[config.mk]
export PLATFORM = sky130hd
export DESIGN_NAME = can_id_rate_limit_filter
export DESIGN_NICKNAME = d
export VERILOG_FILES = /design/src/sv/cirl_pkg.sv /design/src/sv/cirl_cell.sv /design/src/sv/can_id_rate_limit_filter.sv
export SDC_FILE = /design/constraint.sdc
export NUM_CORES = 2
export LEC_CHECK = 0
export BUFFER_PORTS_ARGS = -buffer_cell sky130_fd_sc_hd__buf_2
export CORE_MARGIN = 2
export CORE_UTILIZATION = 55
export DETAILED_ROUTE_END_ITERATION = 7
export PLACE_DENSITY = 0.71
export REMOVE_ABC_BUFFERS = 1
export SYNTH_ARGS = -nofsm -noshare
export SYNTH_HDL_FRONTEND = slang
export SYNTH_SLANG_ARGS = --single-unit
[constraint.sdc]
create_clock -name clk -period 8.6 [get_ports clk]
set_input_delay 0.86 -clock clk [delete_from_list [all_inputs] [get_ports clk]]
set_output_delay 0.86 -clock clk [all_outputs]
set_load 0.02 [all_outputs]
[src/sv/cirl_pkg.sv]
package cirl_pkg;

	// Item modes
	typedef enum logic [1:0] {
		MODE_DENY_ALL  = 2'd0,
		MODE_ALLOW_ALL = 2'd1,
		MODE_ADD_RULE  = 2'd2,
		MODE_QUERY     = 2'd3
	} mode_t;

	// Configuration register indexes
	localparam int unsigned CFG_IDX_W = 3;
	localparam logic [CFG_IDX_W-1:0] CFG_FWD_ALL = 3'd0;
	localparam logic [CFG_IDX_W-1:0] CFG_FIXED_A = 3'd1;
	localparam logic [CFG_IDX_W-1:0] CFG_FIXED_B = 3'd2;
	localparam logic [CFG_IDX_W-1:0] CFG_FIXED_C = 3'd3;
	localparam logic [CFG_IDX_W-1:0] CFG_FIXED_D = 3'd4;

	localparam int unsigned ID_W   = 32;
	localparam int unsigned IVL_W  = 16;
	localparam int unsigned TIME_W = 32;

	// Control sequencer states
	typedef enum logic [1:0] {
		ST_IDLE,
		ST_MATCH,
		ST_UPDATE
	} state_t;

	// Command broadcast to every rule cell
	typedef struct packed {
		logic              eval;
		logic              clear;
		logic              add;
		logic              touch;
		logic              any_hit;
		logic [ID_W-1:0]   frame_id;
		logic [IVL_W-1:0]  interval;
		logic [TIME_W-1:0] now;
	} cell_cmd_t;

endpackage

[src/sv/cirl_cell.sv]
module cirl_cell (
	input  logic               clk,
	input  logic               arst_n,
	input  cirl_pkg::cell_cmd_t cmd,
	input  logic               left_valid,
	output logic               valid,
	output logic               hit,
	output logic               pass_hit
);
	import cirl_pkg::*;

	logic              valid_q;
	logic              hit_q;
	logic              pass_q;
	logic [ID_W-1:0]   id_q;
	logic [IVL_W-1:0]  interval_q;
	logic [TIME_W-1:0] last_q;
	logic [TIME_W-1:0] elapsed;
	logic              take_slot;
	logic              upd_ivl;
	logic              upd_time;

	// Wrapping elapsed time since last pass
	assign elapsed = cmd.now - last_q;

	// Claim the first free slot: this one empty, left neighbor used
	assign take_slot = cmd.add && !cmd.any_hit && !valid_q && left_valid;
	assign upd_ivl   = cmd.add && cmd.any_hit && hit_q;
	assign upd_time  = cmd.touch && hit_q && pass_q;

	// Hold valid and match flags
	always_ff @(posedge clk or negedge arst_n) begin
		if (!arst_n) begin
			valid_q <= 1'b0;
			hit_q   <= 1'b0;
			pass_q  <= 1'b0;
		end else begin
			if (cmd.clear) begin
				valid_q <= 1'b0;
			end else if (take_slot) begin
				valid_q <= 1'b1;
			end
			if (cmd.eval) begin
				hit_q  <= valid_q && (id_q == cmd.frame_id);
				pass_q <= (last_q == '0) || (elapsed >= {{(TIME_W-IVL_W){1'b0}}, interval_q});
			end
		end
	end

	// Rule contents
	always_ff @(posedge clk) begin
		if (take_slot) begin
			id_q       <= cmd.frame_id;
			interval_q <= cmd.interval;
			last_q     <= '0;
		end else begin
			if (upd_ivl) begin
				interval_q <= cmd.interval;
			end
			if (upd_time) begin
				last_q <= cmd.now;
			end
		end
	end

	assign valid    = valid_q;
	assign hit      = hit_q;
	assign pass_hit = hit_q && pass_q;

endmodule

[src/sv/can_id_rate_limit_filter.sv]
// CAN identifier filter with per-rule rate limiting. Each input item passes an
// accept step, a match step in which every rule cell compares its identifier
// and elapsed time in parallel, and an update step, held while the output is
// not free, that merges the cell flags, updates the table and loads the result
// register; the merge of RULES hit flags ahead of the table update sets this
// last step. A new item is taken while the previous result still waits on the
// output side. Rules live in a row of RULES cells that fill from the left;
// each cell learns from its left neighbor whether it is the next free slot.
// Configuration writes take effect at once and are meant for idle periods only.
module can_id_rate_limit_filter #(
	parameter int unsigned RULES = 16
) (
	input  logic                              clk,
	input  logic                              arst_n,
	input  logic                              cfg_wr_en,
	input  logic [cirl_pkg::CFG_IDX_W-1:0]    cfg_wr_index,
	input  logic [31:0]                       cfg_wr_data,
	input  logic                              s_axis_tvalid,
	output logic                              s_axis_tready,
	// mode[1:0], frame_id[33:2], min_interval[49:34], time_now[81:50], zero pad
	input  logic [87:0]                       s_axis_tdata,
	output logic                              m_axis_tvalid,
	input  logic                              m_axis_tready,
	// forward[0], table_full[1], zero pad
	output logic [7:0]                        m_axis_tdata
);
	import cirl_pkg::*;

	state_t            state_q, state_d;
	logic              fwd_all_q;
	logic [ID_W-1:0]   fixed_a_q, fixed_b_q, fixed_c_q, fixed_d_q;
	logic              allow_all_q;
	mode_t             mode_q;
	logic [ID_W-1:0]   id_q;
	logic [IVL_W-1:0]  ivl_q;
	logic [TIME_W-1:0] now_q;
	logic              out_valid_q;
	logic              fwd_q, full_q;
	logic              accept, out_free, apply;
	logic              any_hit, any_pass, bypass, full, fwd;
	logic [RULES-1:0]  valid_v, hit_v, pass_v;
	cell_cmd_t         cmd;

	assign accept   = s_axis_tvalid && s_axis_tready;
	assign out_free = !out_valid_q || m_axis_tready;
	assign apply    = (state_q == ST_UPDATE) && out_free;

	// Configuration registers
	always_ff @(posedge clk or negedge arst_n) begin
		if (!arst_n) begin
			fwd_all_q <= 1'b0;
			fixed_a_q <= '0;
			fixed_b_q <= '0;
			fixed_c_q <= '0;
			fixed_d_q <= '0;
		end else if (cfg_wr_en) begin
			unique case (cfg_wr_index)
				CFG_FWD_ALL: fwd_all_q <= cfg_wr_data[0];
				CFG_FIXED_A: fixed_a_q <= cfg_wr_data;
				CFG_FIXED_B: fixed_b_q <= cfg_wr_data;
				CFG_FIXED_C: fixed_c_q <= cfg_wr_data;
				CFG_FIXED_D: fixed_d_q <= cfg_wr_data;
				default: ;
			endcase
		end
	end

	// Sequencer state register
	always_ff @(posedge clk or negedge arst_n) begin
		if (!arst_n) begin
			state_q <= ST_IDLE;
		end else begin
			state_q <= state_d;
		end
	end

	// Next state and handshake
	always_comb begin
		state_d       = state_q;
		s_axis_tready = 1'b0;
		unique case (state_q)
			ST_IDLE: begin
				s_axis_tready = 1'b1;
				if (s_axis_tvalid) begin
					state_d = ST_MATCH;
				end
			end
			ST_MATCH: state_d = ST_UPDATE;
			ST_UPDATE: begin
				if (out_free) begin
					state_d = ST_IDLE;
				end
			end
			default: state_d = ST_IDLE;
		endcase
	end

	// Capture the accepted item
	always_ff @(posedge clk) begin
		if (accept) begin
			mode_q <= mode_t'(s_axis_tdata[1:0]);
			id_q   <= s_axis_tdata[33:2];
			ivl_q  <= s_axis_tdata[49:34];
			now_q  <= s_axis_tdata[81:50];
		end
	end

	// Merge cell flags
	assign any_hit  = |hit_v;
	assign any_pass = |pass_v;
	assign bypass   = fwd_all_q || allow_all_q || (id_q == fixed_a_q) ||
	                  (id_q == fixed_b_q) || (id_q == fixed_c_q) || (id_q == fixed_d_q);
	assign full     = (mode_q == MODE_ADD_RULE) && !any_hit && valid_v[RULES-1];
	assign fwd      = (mode_q == MODE_QUERY) && (bypass || any_pass);

	// Broadcast command to the cells
	always_comb begin
		cmd.eval     = (state_q == ST_MATCH);
		cmd.clear    = apply && ((mode_q == MODE_DENY_ALL) || (mode_q == MODE_ALLOW_ALL));
		cmd.add      = apply && (mode_q == MODE_ADD_RULE);
		cmd.touch    = apply && (mode_q == MODE_QUERY) && !bypass;
		cmd.any_hit  = any_hit;
		cmd.frame_id = id_q;
		cmd.interval = ivl_q;
		cmd.now      = now_q;
	end

	// Row of rule cells, each fed its left neighbor's valid bit
	for (genvar i = 0; i < RULES; i++) begin : g_cell
		logic left_valid;
		if (i == 0) begin : g_first
			assign left_valid = 1'b1;
		end else begin : g_next
			assign left_valid = valid_v[i-1];
		end
		cirl_cell u_cell (
			.clk        (clk),
			.arst_n     (arst_n),
			.cmd        (cmd),
			.left_valid (left_valid),
			.valid      (valid_v[i]),
			.hit        (hit_v[i]),
			.pass_hit   (pass_v[i])
		);
	end

	// Allow-all flag and result register
	always_ff @(posedge clk or negedge arst_n) begin
		if (!arst_n) begin
			allow_all_q <= 1'b0;
			out_valid_q <= 1'b0;
		end else begin
			if (apply && (mode_q == MODE_DENY_ALL)) begin
				allow_all_q <= 1'b0;
			end else if (apply && (mode_q == MODE_ALLOW_ALL)) begin
				allow_all_q <= 1'b1;
			end
			if (apply) begin
				out_valid_q <= 1'b1;
			end else if (m_axis_tready) begin
				out_valid_q <= 1'b0;
			end
		end
	end

	// Result payload
	always_ff @(posedge clk) begin
		if (apply) begin
			fwd_q  <= fwd;
			full_q <= full;
		end
	end

	assign m_axis_tvalid = out_valid_q;
	assign m_axis_tdata  = {6'b0, full_q, fwd_q};

endmodule
======== Yosys cells after proc, flatten, opt, wreduce, memory -nomap -nowiden ========
Cells that the tools add are included.
operators by class
  add/subtract/negate cells ............... 16
  $lt $le $gt $ge ......................... 16
  eq/ne operators ......................... 31
  mux-type cells .......................... 72
  reductions and logical operators ........ 228
operator list
  cell                                                              number
  32-bit == test                                                    20
  32-bit by 16-bit greater-or-equal comparator with 1-bit output    16
  32-bit logical NOT                                                16
  16-bit 2-to-1 mux                                                 32
  32-bit subtractor                                                 16
  1-bit logical AND                                                 124
  2-bit nonzero test                                                34
  1-bit 2-to-1 mux                                                  37
  16-bit OR reduction                                               2
  1-bit logical OR                                                  24
  1-bit logical NOT                                                 19
  2-bit AND reduction                                               6
  2-bit == test (second input constant)                             3
  3-bit by 2-bit == test with 1-bit output (second input constant)  2
  2-bit one-hot mux with 3 select lines                             1
  2-bit by 1-bit == test with 1-bit output (second input constant)  2
  2-bit logical NOT                                                 2
  2-bit 2-to-1 mux                                                  2
  2-bit inequality test (second input constant)                     2
  3-bit by 1-bit == test with 1-bit output (second input constant)  1
  3-bit == test (second input constant)                             1
  3-bit logical NOT                                                 1
storage, ports and cells
  bits in registers ....................... 1545
  output and inout port bits .............. 10

======== Logic depth before layout (Yosys ltp) ========
  depth in word-level cells ............... 9
  mapped depth ............................ 25
  depth with buffers taken out ............ 24

======== By module ========
Synthesis repeated with hierarchy kept, for this count alone.
unflattened totals
  cells, all modules ...................... 10196
  area total of the unflattened synthesis .. 97330.8 sq um
modules (own cells, without submodules)
  module                             times used  cells each  area an instance (sq um)
  cirl_cell (g_cell[0].u_cell ...)   9           603         5546.6
  cirl_cell (g_cell[5].u_cell ...)   5           597         5436.5
  cirl_cell (g_cell[11].u_cell ...)  2           603         5521.5
  can_id_rate_limit_filter           1           578         9186.3

======== Worst setup path before layout ========
No wires, ideal clock.
  path kind ............................... register -> register
  start point ............................. register now_q[1]
  end point ............................... register g_cell[15].u_cell.pass_q
  data arrival time ....................... 5.906 ns
  path slack .............................. 2.562 ns
  cell stages (with the launch flop) ...... 21
  path buffers ............................ 1
  cell sequence ........................... edfxtp_1 > clkinv_1 > clkbuf_1 > fa_1 > nor2b_1 > o21ai_0 > a211oi_1 > o41ai_1 > a21oi_1 > xor2_1 > ha_1 > a21oi_1 > o22ai_1 > or4_4 > a2111oi_4 > o2111ai_1 > nor4b_2 > nand4_1 > or4_1 > nor4_2 > o22ai_1
between the ends
  longest elaborated chain between the ends .. 3
RTL lines
  element                                                         RTL line                         source
  from (decl)                                                     can_id_rate_limit_filter.sv:36   logic [TIME_W-1:0] now_q;
  from (signal assigned)                                          can_id_rate_limit_filter.sv:104  now_q <= s_axis_tdata[81:50];
  32-bit subtractor                                               cirl_cell.sv:24                  assign elapsed = cmd.now - last_q;
  32-bit by 16-bit greater-or-equal comparator with 1-bit output  cirl_cell.sv:45                  pass_q <= (last_q == '0) || (elapsed >= {{(TIME_W-IVL_W){1'b0}}, interval_q});
  1-bit logical OR                                                cirl_cell.sv:45
  to (signal assigned)                                            cirl_cell.sv:45
  to (decl)                                                       cirl_cell.sv:14                  logic pass_q;
No other way between the ends.
A chain may end at the register's enable or synchronous reset.

======== Final worst setup path ========
Ends and elaborated chain as after synthesis.

==> flow_summary.ini <==
[logic_synthesis]
synth_area_sq_um = 93700
synth-main-ff-cell = edfxtp_1
synth_compound_area_share_pct = 12.6
syn_area_per_cell_sq_um = 9.95
yosysWarningCount = 0
synth-simple-area-share_pct = 12.8
synth_edf_count = 852
ys_seq_area_share_pct = 43.1
synth_top_family_by_area = simple AND/OR/NAND/NOR gates
ys_ff_latch = 1545
synth_cell_types = 95
synth-adder-area-share_pct = 10.4
syn_inst = 9416
synthMuxAreaShare_pct = 7.19
synthArstFlopShare_pct = 11.7
synthXorXnorAreaFrac_pct = 9.01

[worst_setup_path]
critPathTopFamily = compound AO/OA/AOI/OAI gates
rr_worst_depth = 20
timing.rr.end = g_cell[15].u_cell.pass_q
r2r_start = now_q[1]
startpoint_type = flip-flop
cp_slowest_stage_delay_ns = 0.71
worstPathCellList = buf_4, ha_1, nor2b_1, o21ai_0, a21boi_1, o311ai_1, nand2_1, o21ai_0, xnor2_1, ha_1, inv_1, o22ai_1, or4_4, a2111oi_4, o2111ai_1, nor4b_2, nand4_1, or4_1, nor4_2, o22ai_1
crit_required_ns = 9.28
arrival_ns = 6.77
worstSetupStartpoint = now_q[1]
reg2reg_slack_ns = 2.50
worstSetupPathType = reg2reg
critPathBufInv = 2
cp_slowest_cell = o21ai_0
crit_fanout = 17
end_kind = flip-flop

[global_routing]
grt_pass1_vias = 69100
grt_pass1_wl_um = 418000
grt_start_max_net_pins = 105
overflow = 0
track_usage_pct = 31.5
antenna_found_initial = 15

[run_status]
outcome = complete, no violations

[worst_hold_path]
hold_path_class = in2async

[clocking]
clk_pin_slew_ns = 0.07
htreeDepth = 4
clkSinkCount = 1545
cts_tree = done
ctsHoldBuffers = 0
post_cts_buffers = 0
cts_resized = 0
clockRootBuffer = clkbuf_16
cts_buffers = 168
cts_max_path_buffers = 3
clk_latency_ns = 0.84

[drt]
initialDrtViolationCount = 7453
vias = 72600
drt_first_pass_iters = 6
wirelength_um = 280000
avgViaCountPerCell = 6.09
ant_nets = 0
wl_per_cell_um = 23.5
drc = 0

[placement]
dpl.hpwl_um = 190000
routabilityCongestion = 0.934
io_buffers = 125
place_area_sq_um = 97300

[final_layout]
multi_input_area_sq_um = 49000
fin_nets = 10500
seq_area_sq_um = 40400
syn_to_final_growth_pct = 9.87
drive_gt1_share_pct = 7.94
filler_cell_count = 14100
fin_area_sq_um = 103000

[floorplanning]
dieHeight_um = 417
fp.dieW_um = 417
placement_rows = 151
io_pins = 138
start_util_pct = 55.3
die-area_sq_um = 174000
core_area_sq_um = 169000

[sta]
slew-limit-headroom_pct = 21.0
setup_viol = 0
timing.final.max_slew_violations = 0
final_hold_viol_count = 0
worst_pin_slew_ns = 1.18
final.setup.tns_ns = 0
finalCritPeriodShare_pct = 70.9
max_freq_mhz = 164
rsz0062_at_grt = no
skew_ns = 0.0490
finalCriticalPeriod_ns = 6.10

[power_and_ir_drop]
p_per_area_nw_per_um2 = 207
leakage_nw = 43.8
vdd_drop_max_uv = 231

[run]
maxCapViolations = 0
==> registers in the layout, indices dropped and copies added (netlist names), 2 cells and up <==
name / flops
g_cell.u_cell.id_q: 512
g_cell.u_cell.last_q: 512
g_cell.u_cell.interval_q: 256
fixed_a_q: 32
fixed_b_q: 32
fixed_c_q: 32
fixed_d_q: 32
id_q: 32
now_q: 32
g_cell.u_cell.hit: 16
g_cell.u_cell.pass_q: 16
g_cell.u_cell.valid: 16
ivl_q: 16
mode_q: 2
state_q: 2
==> per-stage QoR <==
step	total power, W	utilization, %	hold slack [ns]	std cells	setup slack (ns)
global route	0.0221	60.8	0.140	11900	2.14
floorplan	0.0122	-	0.481	9093	2.54
detailed placement	0.0140	57.5	0.507	11600	2.67
CTS	0.0213	60.8	0.0773	11900	2.61
global placement	0.0139	57.5	0.504	11600	2.72
finish	0.0213	60.8	0.0918	11900	2.50
==> cell usage in the layout (no fill, tap or decap), types with 375 or more instances in the layout <==
cell type,count
nor2_1,922
inv_1,857
edfxtp_1,852
ha_1,752
a21oi_1,556
mux2i_1,519
dfxtp_1,512
xor2_1,489
xnor2_1,473
nand2_1,375
==> area by class of cell <==
| class | count | area share, % |
|---|---|---|
| Multi-Input combinational cell | 6689 | 47.6 |
| Inverter | 859 | 3.13 |
| Sequential cell | 1545 | 39.2 |
| Clock buffer | 243 | 4.63 |
| Timing Repair Buffer | 293 | 1.88 |
| Antenna cell | 2 | 0.00486 |
| Clock inverter | 69 | 0.828 |
| Tap cell | 2218 | 2.70 |
==> how the worst max path moves through the flow <==
stage / endpoint / slack, ns / cells past startpoint
after floorplan: g_cell[15].u_cell.pass_q / 2.54 / 19
after CTS: g_cell[15].u_cell.pass_q / 2.61 / 20
final: g_cell[15].u_cell.pass_q / 2.50 / 20
after global placement: g_cell[15].u_cell.pass_q / 2.72 / 20
after detailed placement: g_cell[15].u_cell.pass_q / 2.67 / 20
after global routing: g_cell[0].u_cell.pass_q / 2.14 / 23
==> synth_stat cells (19+ instances only) <==
master | n | area [sq um]
nor2_1 | 941 | 3530
inv_1 | 857 | 3220
edfxtp_1 | 852 | 25600
ha_1 | 752 | 9410
a21oi_1 | 556 | 2780
mux2i_1 | 519 | 5190
dfxtp_1 | 512 | 10200
xor2_1 | 489 | 4280
xnor2_1 | 473 | 4140
nand2_1 | 375 | 1410
o21ai_0 | 312 | 1560
a21o_1 | 290 | 2180
nor4_1 | 278 | 1740
nand4_1 | 255 | 1600
clkbuf_1 | 222 | 833
dfrtp_1 | 181 | 4530
mux2_2 | 136 | 1530
nand3_1 | 122 | 611
nor3_1 | 112 | 561
nor2b_1 | 99 | 619
o21a_1 | 87 | 653
nand2b_1 | 85 | 532
a31oi_1 | 70 | 438
o21bai_1 | 60 | 450
and3_1 | 56 | 350
buf_2 | 55 | 275
a211oi_1 | 50 | 375
buf_1 | 40 | 150
o211ai_1 | 35 | 263
o31ai_1 | 35 | 263
a2111oi_0 | 33 | 289
o2111ai_1 | 28 | 245
or3_1 | 28 | 175
and2_1 | 25 | 156
a21boi_0 | 21 | 158
o22ai_1 | 21 | 131
nor3b_1 | 19 | 143
==> kinds of logic after synthesis <==
logic type | after synthesis
flip-flops | 1545
multiplexers | 656
AO/OA/AOI/OAI | 1825
AND/OR/NAND/NOR | 2471
XOR/XNOR | 963
adder cells (fa/ha/maj) | 768
other | 1
buffers and inverters | 1187
==> report_power, final <==
group | total [W] | switching (W) | internal (W)
Combinational | 0.00562 | 0.00353 | 0.00209
Sequential | 0.00834 | 0.000206 | 0.00813
Clock | 0.00732 | 0.00312 | 0.00420
Total | 0.0213 | 0.00686 | 0.0144
==> routing by layer <==
| layer | part of all wire, % | vias to the layer above | track usage, % | routed length [um] |
|---|---|---|---|---|
| li1 | - | 34100 | - | - |
| met3 | 8.8 | 491 | 6.33 | 24600 |
| met2 | 44 | 2760 | 49.3 | 124000 |
| met5 | 0.0046 | - | 0 | 13 |
| met4 | 4.1 | 2 | 12.1 | 11400 |
| met1 | 43 | 35200 | 43.1 | 120000 |
Note: power is estimated with default switching activity, not from simulation.
